`src/hw/rtl/rev13_pkg.sv`:
```
// Shared types and constants for the 5/3 predict-only row analysis block.
package rev13_pkg;

	localparam int DATA_W     = 32;
	localparam int LW_W       = 13;
	localparam int OPQ_DEPTH  = 4;
	localparam int RESQ_DEPTH = 4;

	localparam logic REG_LINE_WIDTH   = 1'b0;
	localparam logic REG_FIRST_IS_LOW = 1'b1;

	localparam logic BAND_LOW  = 1'b0;
	localparam logic BAND_HIGH = 1'b1;

	localparam logic [LW_W-1:0] LINE_WIDTH_RST = LW_W'(2);

	typedef struct packed {
		logic              hi_en;
		logic              lo_en;
		logic              hi_end;
		logic              lo_end;
		logic [DATA_W-1:0] hi_h;
		logic [DATA_W-1:0] hi_avg;
		logic [DATA_W-1:0] lo_val;
	} op_t;

	typedef struct packed {
		logic              band;
		logic [DATA_W-1:0] coeff;
		logic              row_end;
	} res_t;

endpackage

```
`src/hw/rtl/rev13_fifo.sv`:
```
// Small register-based queue with fall-through head.
module rev13_fifo #(
	parameter int WIDTH = 8,
	parameter int DEPTH = 4
) (
	input  logic             clk,
	input  logic             arst_n,
	input  logic             wr,
	input  logic [WIDTH-1:0] wr_data,
	output logic             full,
	input  logic             rd,
	output logic [WIDTH-1:0] rd_data,
	output logic             empty
);
	localparam int PTR_W = $clog2(DEPTH);
	localparam int CNT_W = $clog2(DEPTH + 1);

	logic [WIDTH-1:0] mem_q [DEPTH];
	logic [PTR_W-1:0] wptr_q, rptr_q;
	logic [CNT_W-1:0] cnt_q;
	logic             do_wr, do_rd;

	assign full    = (cnt_q == CNT_W'(DEPTH));
	assign empty   = (cnt_q == '0);
	assign do_wr   = wr && !full;
	assign do_rd   = rd && !empty;
	assign rd_data = mem_q[rptr_q];

	always_ff @(posedge clk) begin
		if (do_wr) begin
			mem_q[wptr_q] <= wr_data;
		end
	end

	always_ff @(posedge clk or negedge arst_n) begin
		if (!arst_n) begin
			wptr_q <= '0;
			rptr_q <= '0;
			cnt_q  <= '0;
		end else begin
			if (do_wr) begin
				wptr_q <= (wptr_q == PTR_W'(DEPTH - 1)) ? '0 : wptr_q + 1'b1;
			end
			if (do_rd) begin
				rptr_q <= (rptr_q == PTR_W'(DEPTH - 1)) ? '0 : rptr_q + 1'b1;
			end
			if (do_wr && !do_rd) begin
				cnt_q <= cnt_q + 1'b1;
			end else if (do_rd && !do_wr) begin
				cnt_q <= cnt_q - 1'b1;
			end
		end
	end

endmodule

```
`src/hw/rtl/rev13_front.sv`:
```
// Front end: row position, phase, held samples and neighbour average.
module rev13_front #(
	parameter int MAX_WIDTH = 4096
) (
	input  logic                        clk,
	input  logic                        arst_n,
	input  logic [rev13_pkg::LW_W-1:0]  line_width,
	input  logic                        first_is_low,
	input  logic                        push,
	input  logic [rev13_pkg::DATA_W-1:0] sample,
	output logic                        full,
	output logic                        op_wr,
	output rev13_pkg::op_t              op,
	input  logic                        op_full
);
	import rev13_pkg::*;

	localparam int POS_W = $clog2(MAX_WIDTH);

	logic [DATA_W-1:0] held_low_q, held_high_q;
	logic [POS_W-1:0]  row_pos_q;
	logic [31:0]       w_eff;
	logic              accept, last, low;
	logic [DATA_W-1:0] nb_a, nb_b;
	logic [DATA_W:0]   nb_sum;

	always_comb begin
		w_eff = 32'(line_width);
		if (w_eff < 32'd2) begin
			w_eff = 32'd2;
		end
		if (w_eff > 32'(MAX_WIDTH)) begin
			w_eff = 32'(MAX_WIDTH);
		end
	end

	assign full   = op_full;
	assign accept = push && !op_full;
	assign last   = (32'(row_pos_q) + 32'd1) >= w_eff;
	assign low    = row_pos_q[0] ^ first_is_low;

	always_comb begin
		if (low) begin
			nb_a = (row_pos_q == POS_W'(1)) ? sample : held_low_q;
			nb_b = sample;
		end else begin
			nb_a = held_low_q;
			nb_b = held_low_q;
		end
		nb_sum = {nb_a[DATA_W-1], nb_a} + {nb_b[DATA_W-1], nb_b};

		op.hi_en  = low ? (row_pos_q != '0) : last;
		op.lo_en  = low;
		op.hi_end = !low;
		op.lo_end = last;
		op.hi_h   = low ? held_high_q : sample;
		op.hi_avg = nb_sum[DATA_W:1];
		op.lo_val = sample;
	end

	assign op_wr = accept && (op.hi_en || op.lo_en);

	always_ff @(posedge clk or negedge arst_n) begin
		if (!arst_n) begin
			held_low_q  <= '0;
			held_high_q <= '0;
			row_pos_q   <= '0;
		end else if (accept) begin
			if (low) begin
				held_low_q <= sample;
			end else begin
				held_high_q <= sample;
			end
			row_pos_q <= last ? '0 : row_pos_q + 1'b1;
		end
	end

endmodule

```
`src/hw/rtl/rev13_back.sv`:
```
// Back end: drains queued operations into one result per cycle while the result queue has room.
module rev13_back (
	input  logic           clk,
	input  logic           arst_n,
	input  rev13_pkg::op_t op,
	input  logic           op_empty,
	output logic           op_pop,
	output logic           res_wr,
	output rev13_pkg::res_t res,
	input  logic           res_full
);
	import rev13_pkg::*;

	logic step_q;
	logic emit_hi;

	assign emit_hi = op.hi_en && !step_q;
	assign res_wr  = !op_empty && !res_full;
	assign op_pop  = res_wr && !(emit_hi && op.lo_en);

	always_comb begin
		res.band    = emit_hi ? BAND_HIGH : BAND_LOW;
		res.coeff   = emit_hi ? (op.hi_h - op.hi_avg) : op.lo_val;
		res.row_end = emit_hi ? op.hi_end : op.lo_end;
	end

	always_ff @(posedge clk or negedge arst_n) begin
		if (!arst_n) begin
			step_q <= 1'b0;
		end else if (res_wr) begin
			step_q <= emit_hi && op.lo_en;
		end
	end

	a_step_pair: assert property (@(posedge clk) disable iff (!arst_n)
		step_q |-> (!op_empty && op.hi_en && op.lo_en))
		else $error("second step without a two-result operation");

	a_pop_writes: assert property (@(posedge clk) disable iff (!arst_n)
		op_pop |-> res_wr)
		else $error("operation retired without a result");

	a_high_end: assert property (@(posedge clk) disable iff (!arst_n)
		(res_wr && res.row_end && res.band == BAND_HIGH) |-> (op.hi_end && !op.lo_en))
		else $error("high-pass row end from a low-phase operation");

endmodule

```
`src/hw/rtl/rev13_dwt_row_analysis.sv`:
```
// Top level of the 5/3 predict-only row analysis block.
// Takes one sample per cycle when the result side keeps up; each sample is
// classified combinationally and queued, and the back end writes one result per
// cycle while the result queue has room, so a sample that yields two results
// (high then low) occupies the back end for both writes. Average throughput is one
// sample per cycle, set by the single result write port; a sample's results pass
// through the operation queue and the result queue before reaching the result ports.
module rev13_dwt_row_analysis #(
	parameter int MAX_WIDTH = 4096
) (
	input  logic               clk,
	input  logic               arst_n,
	input  logic               psel,
	input  logic               penable,
	input  logic               pwrite,
	input  logic [2:0]         paddr,
	input  logic [31:0]        pwdata,
	output logic [31:0]        prdata,
	output logic               pready,
	input  logic               push,
	input  logic signed [31:0] sample,
	output logic               full,
	input  logic               pop,
	output logic               empty,
	output logic               band,
	output logic signed [31:0] coeff,
	output logic               row_end
);
	import rev13_pkg::*;

	logic [LW_W-1:0] line_width_q;
	logic            first_is_low_q;
	logic            cfg_wr;
	op_t             op_in, op_out;
	logic            op_wr, op_full, op_empty, op_pop;
	res_t            res_in, res_out;
	logic            res_wr, res_full;

	assign pready = 1'b1;
	assign cfg_wr = psel && penable && pwrite && pready;

	always_ff @(posedge clk or negedge arst_n) begin
		if (!arst_n) begin
			line_width_q   <= LINE_WIDTH_RST;
			first_is_low_q <= 1'b1;
		end else if (cfg_wr) begin
			case (paddr[2])
				REG_LINE_WIDTH:   line_width_q   <= pwdata[LW_W-1:0];
				REG_FIRST_IS_LOW: first_is_low_q <= pwdata[0];
				default: ;
			endcase
		end
	end

	always_comb begin
		case (paddr[2])
			REG_LINE_WIDTH:   prdata = {{(32-LW_W){1'b0}}, line_width_q};
			REG_FIRST_IS_LOW: prdata = {31'b0, first_is_low_q};
			default:          prdata = '0;
		endcase
	end

	rev13_front #(.MAX_WIDTH(MAX_WIDTH)) u_front (
		.clk         (clk),
		.arst_n      (arst_n),
		.line_width  (line_width_q),
		.first_is_low(first_is_low_q),
		.push        (push),
		.sample      (sample),
		.full        (full),
		.op_wr       (op_wr),
		.op          (op_in),
		.op_full     (op_full)
	);

	rev13_fifo #(.WIDTH($bits(op_t)), .DEPTH(OPQ_DEPTH)) u_opq (
		.clk    (clk),
		.arst_n (arst_n),
		.wr     (op_wr),
		.wr_data(op_in),
		.full   (op_full),
		.rd     (op_pop),
		.rd_data(op_out),
		.empty  (op_empty)
	);

	rev13_back u_back (
		.clk     (clk),
		.arst_n  (arst_n),
		.op      (op_out),
		.op_empty(op_empty),
		.op_pop  (op_pop),
		.res_wr  (res_wr),
		.res     (res_in),
		.res_full(res_full)
	);

	rev13_fifo #(.WIDTH($bits(res_t)), .DEPTH(RESQ_DEPTH)) u_resq (
		.clk    (clk),
		.arst_n (arst_n),
		.wr     (res_wr),
		.wr_data(res_in),
		.full   (res_full),
		.rd     (pop),
		.rd_data(res_out),
		.empty  (empty)
	);

	assign band    = res_out.band;
	assign coeff   = res_out.coeff;
	assign row_end = res_out.row_end;

endmodule
```
`config.mk`:
```
export PLATFORM = sky130hd
export DESIGN_NAME = rev13_dwt_row_analysis
export DESIGN_NICKNAME = d
export VERILOG_FILES = /design/src/hw/rtl/rev13_pkg.sv /design/src/hw/rtl/rev13_fifo.sv /design/src/hw/rtl/rev13_front.sv /design/src/hw/rtl/rev13_back.sv /design/src/hw/rtl/rev13_dwt_row_analysis.sv
export SDC_FILE = /design/constraint.sdc
export NUM_CORES = 1
export LEC_CHECK = 0
export ABC_CLOCK_PERIOD_IN_PS = 8700
export BUFFER_PORTS_ARGS = -buffer_cell sky130_fd_sc_hd__buf_2
export CAP_MARGIN = 10
export CORE_ASPECT_RATIO = 0.8
export CORE_MARGIN = 2
export CORE_UTILIZATION = 65
export DETAILED_ROUTE_END_ITERATION = 7
export GPL_TIMING_DRIVEN = 0
export PLACE_DENSITY = 0.84
export SETUP_SLACK_MARGIN = 0.5
export SYNTH_ARGS = -nofsm -noshare
export SYNTH_HDL_FRONTEND = slang
export SYNTH_HIERARCHICAL = 1
export SYNTH_SLANG_ARGS = --single-unit
```
`constraint.sdc`:
```
create_clock -name clk -period 8.7 [get_ports clk]
set_input_delay 1.74 -clock clk [delete_from_list [all_inputs] [get_ports clk]]
set_output_delay 1.74 -clock clk [all_outputs]
set_load 0.02 [all_outputs]
```
==> results of run 1 <==
cell type report:
cell class / instances / area share (%)
well taps: 612 / 2.295
multi-input cells: 1249 / 30.45
clock buffers: 73 / 4.702
clock inverters: 36 / 1.166
diodes: 1 / 0.007500
flip-flops and latches: 641 / 56.12
repair buffers: 106 / 1.935
plain buffers: 151 / 2.719
inverters: 54 / 0.6075
tightest hold or removal path: stages, from the launching register on:
cell	delay, ps
dfrtp_1	370
nand2_1	50
o21ai_0	60
sequential cells by signal, summed over array words and instances, names as in the netlist:
register and flops:
first_is_low_q 1, line_width_q 13, u_back/step_q 1, u_front/held_high_q 32
u_front/held_low_q 32, u_front/row_pos_q 12, u_opq/cnt_q 3, u_opq/mem_q 400
u_opq/rptr_q 2, u_opq/wptr_q 2, u_resq/cnt_q 3, u_resq/mem_q 136
u_resq/rptr_q 2, u_resq/wptr_q 2
routing by layer:
| layer | global-route usage [%] | vias to the layer above |
|---|---|---|
| li1 | - | 8191 |
| met1 | 42.76 | 9427 |
| met2 | 47.87 | 1100 |
| met3 | 5.869 | 152 |
| met4 | 8.808 | 0 |
| met5 | 0 | - |
cells by family after synthesis:
group                    after synthesis  share of synthesized area, %
buffers and inverters                205                         3.710
other                                  2                       0.02511
AND/OR/NAND/NOR                      550                         8.098
adder cells (fa/ha/maj)               94                         4.032
XOR/XNOR                              69                         2.046
flip-flops                           641                         62.60
AO/OA/AOI/OAI                        324                         7.044
multiplexers                         192                         12.44
metrics by stage:
| step | hold slack, ps | worst slack, ps | util (%) | instance area (µm²) | cells |
|---|---|---|---|---|---|
| after floorplan | 464.9 | 2962 | - | 29980 | 2095 |
| after CTS | 523.4 | 3574 | 73.26 | 33360 | 2922 |
| after detailed placement | 508.4 | 3601 | 68.96 | 31410 | 2813 |
| after global placement | 482.2 | 662.5 | 68.62 | 31250 | 2808 |
| final | 518.4 | 3481 | 73.26 | 33370 | 2923 |
| after global routing | 543.0 | 3129 | 73.26 | 33370 | 2923 |
worst max-delay path by stage:
| stage | start | endpoint | slack, ps |
|---|---|---|---|
| final | u_front/row_pos_q[0]$_DFFE_PN0P_ | u_opq/mem_q[3][16]$_DFFE_PP_ | 3480 |
| after global placement | u_front/row_pos_q[0]$_DFFE_PN0P_ | u_opq/mem_q[0][16]$_DFFE_PP_ | 660 |
| after global routing | u_front/row_pos_q[0]$_DFFE_PN0P_ | u_opq/mem_q[1][24]$_DFFE_PP_ | 3130 |
| after detailed placement | u_front/row_pos_q[0]$_DFFE_PN0P_ | u_opq/mem_q[1][26]$_DFFE_PP_ | 3600 |
| after CTS | u_front/row_pos_q[0]$_DFFE_PN0P_ | u_opq/mem_q[1][86]$_DFFE_PP_ | 3570 |
| after floorplan | u_front/row_pos_q[0]$_DFFE_PN0P_ | u_opq/mem_q[0][0]$_DFFE_PP_ | 2960 |
cells in the final DEF (no fill, tap or decap), types with 62 or more instances in the layout:
cell and count:
clkbuf_1 64, dfrtp_1 103, nand2_1 299, mux4_2 134, ha_1 90, buf_4 62
a31oi_1 71, buf_2 123, edfxtp_1 536, nor2_1 108
==> results.yml, run 1 <==
setup_path:
  crit_type: "reg -> reg"
  worst_setup_path_start_kind: "flop"
  cpPeakStageDelay_ps: 820
  r2r-end: "u_opq/mem_q[3][16]$_DFFE_PP_"
  cp.depth: 18
  critPathMostFrequentCell: "nor2_1"
  reg2reg_depth: 18
  path_cells: "ha_1, nand3_1, nor2_1, and4_1, nand3_1, xnor2_1, ha_1, nand4_1, nor3_1, a211oi_1, nand2_1, clkbuf_1, nor2_1, nor2_1, nor2b_1, buf_2, and2_4, buf_16"
  required_ps: 8990
  crit_path_max_fanout: 56
  cp_num_buf_inv: 3
  reg2reg_slack_ps: 3480
  r2r_start: "u_front/row_pos_q[0]$_DFFE_PN0P_"
  cp_data_arrival_time_ps: 5510
  critPathSlowestCell: "and2_4"
  critPathTopFamily: "simple AND/OR/NAND/NOR gates"
  cp-end-kind: "flop"
routing:
  vias: 18870
  ant_nets: 0
  top_layer_used: "met4"
  avgViaCountPerCell: 6.456
  wl_per_cell_um: 24.23
  wl_met1_um: 28290
  wl_met2_um: 33470
  route.met3.wl_um: 7064
  totalWireLength_um: 70830
  first_pass_iters: 8
  drtIter0Drc: 2166
  drc: 0
timing:
  grt_setup_unrepaired: "no"
  setup_viol: 0
  skew_ps: 18.06
  fin_crit_sh_pct: 59.99
  timing.final.crit_period_ps: 5219
  relSlewSlack_pct: 35.11
  clock.fmax_mhz: 191.6
  finalHoldViolCount: 0
  tightest_slew_ps: 973.4
  drv_slew: 0
  tns_ps: 0
floorplanning:
  pin_count: 143
  rows: 70
  die_width_um: 243.8
  initial_utilization_pct: 65.68
  die_area_mm2: 0.04776
  chipHeight_um: 195.9
  core_area_mm2: 0.04554
final_layout:
  area_delta_synth_final_pct: 11.55
  nNetsFinal: 2429
  multi_input_area_mm2: 0.01016
  regArea_mm2: 0.01873
  nFillCells: 2754
  drive_above_1_share_pct: 22.51
cts:
  cts_tree: "yes"
  clock_path_buffers: 3
  cts.sinks: 641
  cts_root_buffer: "clkbuf_16"
  cts_buffers: 58
  cts_setup_buffers: 0
  clk_pin_slew_ps: 70
  cts_hold_buf: 0
  clk_latency_ps: 620
  ctsHtreeMaxLevel: 2
  post_cts_resized: 0
synthesis:
  synthMostInstantiatedCell: "edfxtp_1"
  yosysTopAreaCellShare_pct: 53.81
  synth_area_leaders: "edfxtp_1 54%, mux4_2 10%, dfrtp_1 8.6%, ha_1 3.8%, nand2_1 3.8%"
  ys_seq_area_share_pct: 62.60
  synth_edf_count: 536
  syn_area_per_cell_um2: 14.40
  yosys_register_bits: 641
  syn-cell-area_mm2: 0.02991
  async_flop_share_pct: 16.38
  yosysUniqueCellTypes: 74
  synthFlopType: "edfxtp_1"
  synth_commonest_cells: "536 x edfxtp_1, 299 x nand2_1, 134 x mux4_2"
  yosysWarnings: 6
  synth_top_cell_by_area: "edfxtp_1"
  synthCells: 2077
min_path:
  holdPathEnd: "u_front/held_low_q[1]$_DFFE_PN0P_"
  worstHoldStart: "u_front/held_low_q[1]$_DFFE_PN0P_"
  hold_path_class: "reg -> reg"
  hold_depth: 2
job:
  max-cap-violations: 0
run_status:
  status: "complete, no violations"
global_routing:
  grt_max_degree: 57
  grt_pass1_wl_um: 107900
  grt_usage_pct: 29.98
  grt_overflow: 0
  antenna_found_initial: 2
  grt_pass1_vias: 18470
place:
  dp_hpwl_um: 47530
  routabilityCongestion: 0.8959
  port_buffers: 101
Power of run 1 is left out: the tool's default activity adds up to more than one toggle a clock period on the data nets, which glitch-free logic cannot reach.
==> run 2: changes to the inputs <==
--- a/config.mk
+++ b/config.mk
@@ -5,15 +5,15 @@
 export SDC_FILE = /design/constraint.sdc
 export NUM_CORES = 1
 export LEC_CHECK = 0
-export ABC_CLOCK_PERIOD_IN_PS = 8700
+export ABC_CLOCK_PERIOD_IN_PS = 4930
 export BUFFER_PORTS_ARGS = -buffer_cell sky130_fd_sc_hd__buf_2
 export CAP_MARGIN = 10
 export CORE_ASPECT_RATIO = 0.8
 export CORE_MARGIN = 2
-export CORE_UTILIZATION = 65
+export CORE_UTILIZATION = 62
 export DETAILED_ROUTE_END_ITERATION = 7
 export GPL_TIMING_DRIVEN = 0
-export PLACE_DENSITY = 0.84
+export PLACE_DENSITY = 0.8
 export SETUP_SLACK_MARGIN = 0.5
 export SYNTH_ARGS = -nofsm -noshare
 export SYNTH_HDL_FRONTEND = slang
==> constraint.sdc (replaced) <==
create_clock -name clk -period 4.93 [get_ports clk]
set_input_delay 0.986 -clock clk [delete_from_list [all_inputs] [get_ports clk]]
set_output_delay 0.986 -clock clk [all_outputs]
set_load 0.02 [all_outputs]
==> run 2 against run 1 <==
Cell area is 2.9% higher. Via count is 0.94% higher. Clock-buffer cell count is 5 higher. Critical path depth is 2 lower. Global-route usage is 0.29 points higher. Worst hold slack worse by 230 ps. Core utilization is 0.72 points lower. Largest cell class unchanged. Worst setup slack worse by 3000 ps. Register-to-register slack worse by 3000 ps. Clock skew is 24 ps higher.
==> results.yml, run 2 (synthesis results as in run 1) <==
global_routing:
  grt_overflow: 0
  grt_pass1_wl_um: 113400
  grt_max_degree: 56
  grt_pass1_vias: 19100
  grt_usage_pct: 30.27
  antenna_found_initial: 4
place:
  placed_area_mm2: 0.03153
  dp_hpwl_um: 48680
  routabilityCongestion: 0.8862
  port_buffers: 101
setup_path:
  cp-end-kind: "flop"
  required_ps: 5340
  crit_type: "reg -> reg"
  crit_path_max_fanout: 10
  cp_data_arrival_time_ps: 4820
  worst_setup_path_start_kind: "flop"
final_layout:
  nNetsFinal: 2453
  fin_area_mm2: 0.03435
  largest_register_ffs: 400
  nFillCells: 2942
  regArea_mm2: 0.01873
  top_regs: "u_opq/mem_q: 400 flops, u_resq/mem_q: 136 flops"
  top_register: "u_opq/mem_q"
  post-route-util_pct: 72.54
  multi_input_area_mm2: 0.01034
  final_common_cell: "edfxtp_1"
  area_delta_synth_final_pct: 14.84
  final_cell_mix: "536 x edfxtp_1, 297 x nand2_1, 134 x mux4_2, 121 x buf_2, 106 x nor2_1"
  drive_above_1_share_pct: 25.52
routing:
  totalWireLength_um: 75310
  drtIter0Drc: 1925
  first_pass_iters: 6
  wl_per_cell_um: 25.47
  drc: 0
  vias: 19050
  avgViaCountPerCell: 6.442
  ant_nets: 0
timing:
  timing.final.crit_period_ps: 4412
  hold-worst-slack_ps: 284.4
  grt_setup_unrepaired: "yes"
  clock.fmax_mhz: 226.7
  setup_viol: 0
  skew_ps: 42.12
  fin_crit_sh_pct: 89.49
  drv_slew: 0
  finalHoldViolCount: 0
  relSlewSlack_pct: 38.14
  tightest_slew_ps: 927.9
floorplanning:
  pin_count: 143
  chipHeight_um: 200.5
  die_width_um: 249.6
  core_area_mm2: 0.04735
  initial_utilization_pct: 63.17
  rows: 71
  die_area_mm2: 0.05003
cts:
  cts_tree: "yes"
  clk_pin_slew_ps: 70
  clk_latency_ps: 660
  clock_path_buffers: 3
  cts_buffers: 58
  ctsHtreeMaxLevel: 2
  cts_hold_buf: 0
  cts.sinks: 641
  cts_root_buffer: "clkbuf_16"
min_path:
  hold_path_class: "in -> async"
run_status:
  status: "complete, no violations"
job:
  max-cap-violations: 0
-- run 2: cell types whose count changed in the layout (fill, tap and decap cells not counted), moves of 4 or more --
cell       previous run  this run
buf_16                5         9
buf_4                62        74
bufbuf_16             0         8
bufinv_16             7        13
clkbuf_1             64        48
clkbuf_2              0         7
clkbuf_8              4        15
clkinv_2             14         6
nor3_1               19        15
nor3_2                0         4
-- run 2: final cells by class --
class | count | area share [%]
Multi-Input combinational cell | 1249 | 30.11
Clock inverter | 32 | 1.541
Buffer | 151 | 2.754
Inverter | 54 | 0.5901
Tap cell | 620 | 2.258
Sequential cell | 641 | 54.52
Antenna cell | 2 | 0.01457
Clock buffer | 78 | 4.914
Timing Repair Buffer | 130 | 3.304
-- run 2: path summary, 6_finish.rpt --
check	from	endpoint	slack (ps)	cells past startpoint
min	arst_n	u_front/held_low_q[25]$_DFFE_PN0P_	280	1
min reg2reg	u_front/held_low_q[1]$_DFFE_PN0P_	u_front/held_low_q[1]$_DFFE_PN0P_	520	2
max reg2reg	u_front/row_pos_q[5]$_DFFE_PN0P_	u_opq/mem_q[1][56]$_DFFE_PP_	520	16
min in group clk	u_front/held_low_q[1]$_DFFE_PN0P_	u_front/held_low_q[1]$_DFFE_PN0P_	520	2
max in group asynchronous	arst_n	u_resq/cnt_q[2]$_DFFE_PN0P_	3910	2
max	u_front/row_pos_q[5]$_DFFE_PN0P_	u_opq/mem_q[1][56]$_DFFE_PP_	520	16
-- run 2: timing repair --
action	CTS	global route
setup buffers	6	6
pin swaps	5	9
resized for setup	31	33
endpoints found under the setup margin	470	313
gates cloned	8	0
-- run 2: worst max-delay path: stages (launching register included) --
cell      delay (ps)
dfrtp_1          360
buf_2            170
nor4_1           340
and4_2           340
nand2_2          130
buf_4            220
mux2_2           280
ha_1             280
clkbuf_2         210
a21oi_4          220
o21ai_1          140
a221oi_2         370
a31oi_2          130
a221o_1          420
a41oi_1          290
xnor2_1          110
buf_4            150
-- run 2: per-stage QoR --
stage	instances	worst slack, ps	TNS [ps]
4_1_cts	2949	517.0	0
3_3_place_gp	2816	-1299	-513010
5_1_grt	2957	395.1	0
6_report	2957	518.0	0
3_5_place_dp	2825	-30.32	-989.7
2_1_floorplan	2095	301.1	0
-- run 2: per-layer routing --
metal	global-route usage, %	vias to the layer above	wire length [µm]
met5	0	-	18
met4	11.06	2	2592
met3	6.406	170	7561
met2	47.59	1051	35140
met1	42.43	9583	29990
li1	-	8242	-
Power of run 2 is left out for the same reason.
